===== config.mk =====
export PLATFORM = sky130hd
export DESIGN_NAME = hidx_cell
export DESIGN_NICKNAME = d
export VERILOG_FILES = /design/src/hilbert_index_2d_defines.svh /design/src/hidx_pkg.sv /design/src/hidx_cell.sv
export SDC_FILE = /design/constraint.sdc
export NUM_CORES = 1
export LEC_CHECK = 0
export BUFFER_PORTS_ARGS = -buffer_cell sky130_fd_sc_hd__buf_2
export CELL_PAD_IN_SITES_DETAIL_PLACEMENT = 0
export CELL_PAD_IN_SITES_GLOBAL_PLACEMENT = 1
export CORE_AREA = 2 2 206 208
export CTS_CLUSTER_DIAMETER = 120
export DETAILED_ROUTE_END_ITERATION = 12
export DIE_AREA = 0 0 208 210
export GPL_TIMING_DRIVEN = 0
export PLACE_DENSITY_LB_ADDON = 0.1
export SYNTH_ARGS = -nofsm -noshare
export SYNTH_HDL_FRONTEND = slang
export SYNTH_SLANG_ARGS = --single-unit
export TNS_END_PERCENT = 20

===== constraint.sdc =====
create_clock -name clk -period 1.4 [get_ports clk]
set_input_delay 0.21 -clock clk [delete_from_list [all_inputs] [get_ports clk]]
set_output_delay 0.21 -clock clk [all_outputs]
set_load 0.005 [all_outputs]

===== src/hilbert_index_2d_defines.svh =====
// Assertion macros used by the output stage of the Hilbert index block.
`ifndef HILBERT_INDEX_2D_DEFINES_SVH
`define HILBERT_INDEX_2D_DEFINES_SVH

// Consequent must hold in the same cycle as the antecedent.
`define HIDX_ASSERT_NOW(lbl, ante, cons, msg) \
  lbl: assert property (@(posedge clk) disable iff (rst) (ante) |-> (cons)) else $error(msg);

// Consequent must hold in the cycle after the antecedent.
`define HIDX_ASSERT_NEXT(lbl, ante, cons, msg) \
  lbl: assert property (@(posedge clk) disable iff (rst) (ante) |=> (cons)) else $error(msg);

`endif


===== src/hidx_pkg.sv =====
// Shared types, constants and widths for the Hilbert index block.
package hidx_pkg;

  localparam int COORD_BITS_DEF = 64;
  localparam int FIELD_W        = 64;
  localparam int INDEX_W        = 2 * FIELD_W;

  // Orientation table, bit {r,c}: a00 in bit 0, a01 in bit 1, a10 in bit 2, a11 in bit 3.
  localparam logic [3:0] TBL_INIT = 4'b1100;

  typedef struct packed {
    logic               valid;
    logic [FIELD_W-1:0] row;
    logic [FIELD_W-1:0] col;
    logic [3:0]         tbl;
    logic [INDEX_W-1:0] idx;
  } hidx_lane_t;

endpackage


===== src/hidx_cell.sv =====
// One bit level of the Hilbert mapping, registered towards the next cell.
module hidx_cell #(
  parameter int LEVEL = 0
) (
  input  logic                clk,
  input  logic                rst,
  input  logic                en,
  input  hidx_pkg::hidx_lane_t lane_in,
  output hidx_pkg::hidx_lane_t lane_out
);
  import hidx_pkg::*;

  logic       r;
  logic       c;
  logic       first;
  logic       second;
  logic       valid;
  hidx_lane_t lane;
  hidx_lane_t lane_next;

  always_comb begin
    r      = lane_in.row[LEVEL];
    c      = lane_in.col[LEVEL];
    first  = lane_in.tbl[{r, c}];
    second = ~(r ^ c);
    lane_next = lane_in;
    lane_next.idx[2*LEVEL+1] = first;
    lane_next.idx[2*LEVEL]   = second;
    // The table only reorients when both emitted bits agree.
    if (first == second) begin
      if (r != c) begin
        lane_next.tbl[0] = lane_in.tbl[3];
        lane_next.tbl[3] = lane_in.tbl[0];
      end else begin
        lane_next.tbl[1] = lane_in.tbl[2];
        lane_next.tbl[2] = lane_in.tbl[1];
      end
    end
  end

  always_ff @(posedge clk) begin
    if (rst) begin
      valid <= 1'b0;
    end else if (en) begin
      valid <= lane_in.valid;
    end
  end

  always_ff @(posedge clk) begin
    if (en) begin
      lane <= lane_next;
    end
  end

  always_comb begin
    lane_out       = lane;
    lane_out.valid = valid;
  end

endmodule


==> impl_metrics.py <==
metrics = {
    "finish": {
        "final_cell_mix": "buf_2 (521), edfxtp_1 (260), dlygate4sd3_1 (258), clkbuf_16 (38), clkinv_1 (11)",
        "layout.cells.non_filler": 1662,
        "area_delta_synth_final_pct": 89.1,
        "utilization": 0.363,
        "final_common_cell": "buf_2",
        "design_area_um2": 15100,
        "fin_nets": 1359,
        "drive_above_1_share": 0.513,
    },
    "timing": {
        "setup_viol": 0,
        "fin_crit_sh": 0.956,
        "layout_setup_ws_ps": 61.7,
        "hold_violations": 0,
        "fin_hold_ws_ps": 50.8,
        "setup_tns_ps": 0,
        "relSlewSlack": 0.584,
        "fmax_mhz": 747,
        "period_needed_ps": 1340,
        "tightest_slew_ps": 625,
        "clock-skew-final_ps": 0,
        "rsz0062_at_grt": "false",
        "slew_violations": 0,
    },
    "clocking": {
        "cts_tree": "yes",
        "post_cts.repair.setup_buffers": 0,
        "cts_max_level": 2,
        "numCtsBuffers": 34,
        "clock-sinks": 261,
        "clkTransAtPathRegs_ps": 50,
        "clk_latency_ps": 520,
        "cts.path.max_buffers": 3,
        "root_buffer": "clkbuf_16",
    },
    "die": {
        "dieHeight_um": 210,
        "design.die.area_um2": 43700,
        "pin_count": 525,
        "die_x_um": 208,
        "rows": 75,
        "initial_core_util": 0.192,
        "core_area_um2": 41500,
    },
    "critical_path": {
        "crit_type": "primary input to flop",
        "critical-path-top-delay-family": "buffers and inverters",
        "critPathBufInv": 2,
        "worst_path_largest_cell_delay_ps": 540,
        "crit_path_end_kind": "flop",
        "start_kind": "primary input",
        "r2r_cells": 2,
        "crit_end": "lane_out[129]",
        "cp.depth": 5,
        "r2r_start": "valid",
        "crit_slowest_cell": "dlygate4sd3_1",
        "worstPathMaxFanout": 7,
        "path_cells": "dlygate4sd3_1 -> buf_2 -> nand2b_1 -> o21ai_1 -> mux2_2",
        "cp.required_ps": 1670,
        "cp.arrival_ps": 1610,
        "reg2reg_to": "valid",
        "crit_start": "lane_in[196]",
        "r2r_setup_slack_ps": 820,
    },
    "power_and_ir_drop": {
        "p_total_mw": 20.2,
        "p_leak_nw": 6.33,
        "ir_worst_vdd_v": 0.000756,
        "pwr_density_cell_nw_per_um2": 1340,
    },
    "hold_path": {
        "whs_path_depth": 2,
        "min_from": "lane_in[129]",
        "hp-class": "primary input to flop",
    },
    "yosys": {
        "synth_cell_types": 14,
        "synth_largest_area_cell": "edfxtp_1",
        "syn-num-nets": 540,
        "syn_area_um2": 7970,
        "yosysTopAreaCellShare": 0.980,
        "yosys_warnings": 0,
        "ys_seq_area_frac": 0.982,
        "synth_seq_cells": 261,
        "synth_area_leaders": "edfxtp_1 (98%), mux4_1 (0.33%), mux2_1 (0.28%)",
        "syn_area_per_cell_um2": 28.9,
        "netlist_instances": 276,
    },
    "detailed_routing": {
        "wl_per_cell_um": 16.2,
        "drt-total-wl_mm": 27.0,
        "firstDrtPassIters": 4,
        "drc_errors": 0,
        "viasPerCell": 3.54,
        "dr_total_vias": 5878,
        "drt_iter0_markers": 243,
        "detail-route-antenna-nets": 0,
    },
    "placement": {
        "hpwlAfterDp_mm": 19.0,
        "dp_slack_ps": -651,
        "numPortBuffers": 522,
        "gp_congestion": 0.709,
        "post_dp_cell_area_um2": 11300,
        "dp_cells": 1339,
    },
    "global_route": {
        "grt-ovfl-total": 0,
        "track_usage": 0.119,
        "antenna_found_initial": 3,
        "grt_pass1_vias": 6416,
        "grt_pass1_wl_mm": 39.1,
        "grt_max_degree": 106,
    },
    "run_status": {
        "run_status": "finished clean",
    },
    "job": {
        "drv_cap": 0,
    },
}
[what timing repair did]
action / CTS / global route
hold endpoints to repair: 256 / 0
endpoints found under the setup margin: 98 / 69
cloned: 0 / 1
hold buffers: 258 / 0
pin swaps: 0 / 0
gates resized for setup: 1 / 0
[kinds of logic (layout without fill, tap and decap cells)]
family,count (synthesis),count (layout),share of synthesized area
buffers and inverters,1,846,0.000942
multiplexers,6,6,0.0102
other,0,2,0
XOR/XNOR,1,1,0.00110
AND/OR/NAND/NOR,5,5,0.00392
flip-flops,261,261,0.982
AO/OA/AOI/OAI,2,2,0.00173
[state kept, by name, summed over array words and instances, names as in the netlist]
register  flops
valid         1
lane_out    260
[report_power, final]
group          leakage (nW)  switching [mW]  total [mW]  internal, mW
Sequential             2.55           0.131        9.42          9.29
Clock                 0.549            3.32        8.83          5.51
Combinational          3.23           0.789        1.94          1.15
Total                  6.33            4.24        20.2          16.0
[per-layer routing]
metal,share of wire,up-vias,track usage
met1,0.36,2746,0.125
met4,0.029,2,0.0516
met3,0.10,51,0.0545
met2,0.51,296,0.207
met5,0.00048,-,0
li1,-,2783,-
[Yosys cell counts, drive strengths merged]
library cell  instances
buf                   1
o21ai                 1
nor3b                 1
nand3                 1
nor2                  2
mux2                  4
mux4                  1
edfxtp              260
nand2b                1
xnor2                 1
mux2i                 1
dfxtp                 1
a21oi                 1
[worst min path at each step]
stage / slack (ps) / end
4_1_cts: 10 / lane_out[129]
2_1_floorplan: 280 / valid
3_5_place_dp: 380 / valid
3_3_place_gp: 370 / valid
5_1_grt: 50 / lane_out[129]
6_report: 50 / lane_out[130]
[final cells by class]
class / count / area [µm²]
fillers: 4048 / 26400
flip-flops and latches: 261 / 7830
repair buffers: 783 / 5290
clock buffers: 43 / 948
well taps: 539 / 674
clock inverters: 19 / 184
multi-input cells: 14 / 135
plain buffers: 1 / 7.51
diodes: 2 / 5.00
Power figures use the tool's default switching activity.
