--- config.mk ---
export PLATFORM = sky130hd
export DESIGN_NAME = hidx_out_flat
export DESIGN_NICKNAME = d
export VERILOG_FILES = /design/src/hidx_pkg.sv /design/src/hidx_index_if.sv /design/src/hidx_out.sv /design/src/flat_wrapper.sv
export VERILOG_INCLUDE_DIRS = /design/src /design/src/src
export SDC_FILE = /design/constraint.sdc
export NUM_CORES = 1
export LEC_CHECK = 0
export ABC_AREA = 1
export BUFFER_PORTS_ARGS = -buffer_cell sky130_fd_sc_hd__buf_2
export CAP_MARGIN = 20
export CORE_ASPECT_RATIO = 0.75
export CORE_MARGIN = 8
export CORE_UTILIZATION = 35
export CTS_BUF_LIST = sky130_fd_sc_hd__clkbuf_4
export DETAILED_ROUTE_END_ITERATION = 7
export SKIP_CTS_REPAIR_TIMING = 1
export SLEW_MARGIN = 20
export SYNTH_ARGS = -nofsm -noshare
export SYNTH_HDL_FRONTEND = slang
export SYNTH_SLANG_ARGS = --single-unit
--- constraint.sdc ---
create_clock -name clk -period 19.3 [get_ports clk]
set_input_delay 0.965 -clock clk [delete_from_list [all_inputs] [get_ports clk]]
set_output_delay 0.965 -clock clk [all_outputs]
set_load 0.005 [all_outputs]
--- src/hilbert_index_2d_defines.svh ---
// Assertion macros used by the output stage of the Hilbert index block.
`ifndef HILBERT_INDEX_2D_DEFINES_SVH
`define HILBERT_INDEX_2D_DEFINES_SVH

// Consequent must hold in the same cycle as the antecedent.
`define HIDX_ASSERT_NOW(lbl, ante, cons, msg) \
  lbl: assert property (@(posedge clk) disable iff (rst) (ante) |-> (cons)) else $error(msg);

// Consequent must hold in the cycle after the antecedent.
`define HIDX_ASSERT_NEXT(lbl, ante, cons, msg) \
  lbl: assert property (@(posedge clk) disable iff (rst) (ante) |=> (cons)) else $error(msg);

`endif

--- src/hidx_pkg.sv ---
// Shared types, constants and widths for the Hilbert index block.
package hidx_pkg;

  localparam int COORD_BITS_DEF = 64;
  localparam int FIELD_W        = 64;
  localparam int INDEX_W        = 2 * FIELD_W;

  // Orientation table, bit {r,c}: a00 in bit 0, a01 in bit 1, a10 in bit 2, a11 in bit 3.
  localparam logic [3:0] TBL_INIT = 4'b1100;

  typedef struct packed {
    logic               valid;
    logic [FIELD_W-1:0] row;
    logic [FIELD_W-1:0] col;
    logic [3:0]         tbl;
    logic [INDEX_W-1:0] idx;
  } hidx_lane_t;

endpackage

--- src/hidx_index_if.sv ---
// Request channel carrying one Hilbert index split into two halves.
interface hidx_index_if;
  import hidx_pkg::*;

  logic               valid;
  logic               ready;
  logic [FIELD_W-1:0] index_high;
  logic [FIELD_W-1:0] index_low;

  modport source (output valid, output index_high, output index_low, input ready);
  modport sink (input valid, input index_high, input index_low, output ready);
endinterface

--- src/hidx_out.sv ---
// Output register with a skid stage that decouples the cell chain from the receiver.
`include "hilbert_index_2d_defines.svh"

module hidx_out #(
  parameter int COORD_BITS = hidx_pkg::COORD_BITS_DEF
) (
  input  logic                 clk,
  input  logic                 rst,
  input  hidx_pkg::hidx_lane_t lane,
  output logic                 take,
  hidx_index_if.source         index
);
  import hidx_pkg::*;

  localparam logic [FIELD_W-1:0] LOW_MASK = {FIELD_W{1'b1}} >> (FIELD_W - COORD_BITS);

  logic               out_valid;
  logic [INDEX_W-1:0] out_idx;
  logic               skid_valid;
  logic [INDEX_W-1:0] skid_idx;
  logic [INDEX_W-1:0] idx_high;
  logic               skid_catch;
  logic               skid_drain;

  // The chain only moves while the skid stage is empty.
  assign take = ~skid_valid;

  always_ff @(posedge clk) begin
    if (rst) begin
      out_valid  <= 1'b0;
      skid_valid <= 1'b0;
    end else if (skid_valid) begin
      if (index.ready) begin
        out_idx    <= skid_idx;
        skid_valid <= 1'b0;
      end
    end else if (lane.valid) begin
      if (!out_valid || index.ready) begin
        out_idx   <= lane.idx;
        out_valid <= 1'b1;
      end else begin
        skid_idx   <= lane.idx;
        skid_valid <= 1'b1;
      end
    end else if (index.ready) begin
      out_valid <= 1'b0;
    end
  end

  assign idx_high         = out_idx >> COORD_BITS;
  assign index.valid      = out_valid;
  assign index.index_high = idx_high[FIELD_W-1:0];
  assign index.index_low  = out_idx[FIELD_W-1:0] & LOW_MASK;

  assign skid_catch = !skid_valid && lane.valid && out_valid && !index.ready;
  assign skid_drain = skid_valid && index.ready;

  `HIDX_ASSERT_NOW(a_skid_behind_out, skid_valid, out_valid, "skid full with output empty")
  `HIDX_ASSERT_NEXT(a_skid_fill, skid_catch, skid_valid, "stalled request not caught by skid")
  `HIDX_ASSERT_NEXT(a_skid_drain, skid_drain, !skid_valid && out_valid, "skid did not drain")
  `HIDX_ASSERT_NEXT(a_out_load, !skid_valid && lane.valid, out_valid, "request from chain lost")

endmodule

--- src/flat_wrapper.sv ---
// flat-port wrapper written by rule: the top's interface ports become plain ports
module hidx_out_flat import hidx_pkg::*;
#(
  parameter int COORD_BITS = hidx_pkg::COORD_BITS_DEF
)
  (clk, rst, lane, take, index_valid, index_index_high, index_index_low, index_ready);
  hidx_index_if index_i ();
  input  logic clk;
  input  logic rst;
  input  hidx_pkg::hidx_lane_t lane;
  output logic take;
  output wire logic [$bits(index_i.valid)-1:0] index_valid;
  output wire logic [$bits(index_i.index_high)-1:0] index_index_high;
  output wire logic [$bits(index_i.index_low)-1:0] index_index_low;
  input wire logic [$bits(index_i.ready)-1:0] index_ready;
  assign index_valid = index_i.valid;
  assign index_index_high = index_i.index_high;
  assign index_index_low = index_i.index_low;
  assign index_i.ready = index_ready;
  hidx_out #(.COORD_BITS(COORD_BITS)) u_core (.clk(clk), .rst(rst), .lane(lane), .take(take), .index(index_i));
endmodule
==> summary.txt <==
Clock network
  • CTS max path bufs: 3
  • Clock latency on the worst-skew pair: ~0.64 ns
  • H-tree lvl count: 3
  • Clock Tree Root: clkbuf_4
  • Clock Sinks: ~260
  • Number of CTS-inserted buffers: 70
  • CTS tree: done
  • Clock transition at path regs: around 0.06 ns

Placed design
  • Final Wtd Congestion: approximately 0.73
  • Post-Place Cells: around 1,300
  • Dpl ws: ~16 ns
  • Dpl hpwl: between 10,000 and 15,000 um
  • Port-buffer cells: around 260

Status
  • Run status: finished clean

Synthesis
  • Seq/Total Area, Yosys: between 80% and 90%
  • YS warnings: 0
  • Syn nets: around 950
  • Yosys reg bits: around 260
  • Synthesized cell area: 9460 um2
  • Post-Syn Instances: 689
  • Synthesized area per cell: 13.7 um2
  • Distinct cell type count after synthesis: 13

Worst setup path
  • R2R Setup Slk: 16.63 ns
  • Crit Path Category: reg2reg
  • Slowest CP cell: buf_4
  • CP cell instances: buf_4 > nand2_1 > nand2_1 > a21oi_4 > buf_4 > buf_4
  • Req. time, crit path: roughly 20 ns
  • Arrival @ worst endpoint: around 2.9 ns
  • Cell mode on critical path: buf_4
  • CP endpoint kind: flip-flop
  • CP bufs+invs: 3
  • Crit-path leading delay family: buffers and inverters
  • Critical Path Start Type: flip-flop
  • Max stage delay on crit path: roughly 0.63 ns
  • Crit-path max FO: 60

Final layout
  • Finished Layout Cells: around 1,400
  • NumNets Final: between 1,000 and 1,500
  • Ratio of cells with drive above 1 in the final layout: 36.4%
  • Diodes inserted: 0
  • Fillers: 2,506
  • Register area: 7730 um2
  • Area of the multi-input gates: approximately 1500 um2
  • Post-synthesis to final-layout area growth: 26.1%

Die
  • Row count: 52
  • Die height: 158 um
  • Die width: slightly above 200 um
  • Area of the core: 26,700 um2
  • Die area: ~33,000 um2
  • Starting Density: 35.4%
  • Io pins: roughly 390

Drt
  • Vias per cell: approximately 4.4
  • Via Count: 6,106
  • Routed wire length: about 23,000 um
  • # DRC: 0
  • Avg WL per Cell: around 17 um
  • Final ANT Viol Nets: 0
  • 1st-pass router iterations: 7
  • First-iteration detailed-routing DRC count: 280

GRT
  • Largest net degree at the start of global routing: 74
  • Remaining Overflow, GRT: 0
  • Initial antenna violation count: 7
  • Total GRT Usage: 13.9%
  • Number of global-route vias before repair: 6,340
  • First-pass GRT wire length: roughly 35,000 um

STA
  • RSZ-0062 raised after global routing: no
  • Final worst-path cycle share: between 10 and 15%
  • TNS Setup: 0 ns
  • Headroom to the max-slew limit: 32.9%
  • Slew @ Worst Pin: between 1 and 1.5 ns
  • Tmin final: 2.67 ns
  • Final Hold Vio Count: 0
  • Post-route setup slack: between 15 and 20 ns
  • Clock Skew: 0.0337 ns
  • Max Freq: between 300 and 400 MHz
  • Final hold slack: ~0.48 ns
  • Final slew viol count: 0
  • Final setup fails: 0

Pwr
  • Pleak: roughly 5.1 nW
  • Max VDD drop: 0.0552 mV
  • Tot Pwr: around 0.0012 W
  • Pwr/cell area: 99.7 nW/um2

Flow run
  • Max cap viols: 0

Min path
  • Worst hold path type: reg2reg
==> Yosys cell counts <==
cell type,n,area (um2)
buf_2,18,90.1
inv_4,1,6.26
a21oi_1,2,10.0
nand3_1,1,5.00
edfxtp_1,256,7690
nand2_1,392,1470
buf_6,8,90.1
buf_4,2,15.0
dfxtp_1,2,40.0
nand2_2,1,6.26
nor2_1,1,3.75
buf_8,1,15.0
inv_1,4,15.0
==> power breakdown <==
| group | total (W) | switching (W) | internal (W) |
|---|---|---|---|
| combinational | 0.0000666 | 0.0000403 | 0.0000264 |
| clock | 0.000478 | 0.000215 | 0.000262 |
| sequential | 0.000644 | 0.00000476 | 0.000639 |
| total | 0.00119 | 0.000260 | 0.000928 |
==> final cells by class <==
type,instances,area share [%]
Inverter,5,0.220
Sequential cell,258,64.9
Tap cell,351,3.68
Timing Repair Buffer,269,11.5
Multi-Input combinational cell,397,12.6
Clock buffer,100,6.30
Clock inverter,12,0.840
==> placed cells by master, fill, tap and decap left out, drive strengths merged <==
cell type	synthesis	layout
a21oi	2	2
buf	29	269
bufinv	0	2
clkbuf	0	100
clkinv	0	9
dfxtp	2	2
edfxtp	256	256
inv	5	6
nand2	393	393
nand3	1	1
nor2	1	1
==> layer usage <==
| layer | global-route usage, % | wire length (um) |
|---|---|---|
| met1 | 16.7 | 9630 |
| met2 | 21.3 | 10400 |
| met3 | 6.47 | 2300 |
| met4 | 6.14 | 610 |
| met5 | 0 | 70 |
==> path summary, 6_finish.rpt <==
path                                                 startpoint                               to  cells past startpoint
worst max-delay path               u_core.skid_valid$_SDFF_PP0_     u_core.out_idx[58]$_DFFE_PP_                      6
worst min-delay path            u_core.index.valid$_SDFFE_PP0P_  u_core.index.valid$_SDFFE_PP0P_                      2
worst max register to register     u_core.skid_valid$_SDFF_PP0_     u_core.out_idx[58]$_DFFE_PP_                      6
worst min register to register  u_core.index.valid$_SDFFE_PP0P_  u_core.index.valid$_SDFFE_PP0P_                      2
==> metrics by stage <==
step,util [%],cell area (um2)
final,44.6,11900
after global routing,44.6,11900
after CTS,44.6,11900
after detailed placement,41.4,11100
after global placement,41.4,11100
after floorplan,-,9460
==> worst register-to-register path, delay by kind of cell, from the launching register on <==
| kind | cells | cell delay (ns) |
|---|---|---|
| compound gates | 1 | 0.12 |
| buf+inv | 3 | 1.52 |
| flops | 1 | 0.35 |
| simple gates | 2 | 0.25 |
==> logic make-up (layout without fill, tap and decap cells) <==
logic type / after synthesis / count (layout) / synth area share (%)
compound gates: 2 / 2 / 0.106
buf+inv: 34 / 386 / 2.45
flops: 258 / 258 / 81.7
simple gates: 395 / 395 / 15.7
==> state kept, by name, indices dropped and copies added, names as in the netlist <==
signal and cells:
u_core.out_idx 128, u_core.skid_idx 128, u_core.index.valid 1, u_core.skid_valid 1
(Power assumes the default switching activity.)
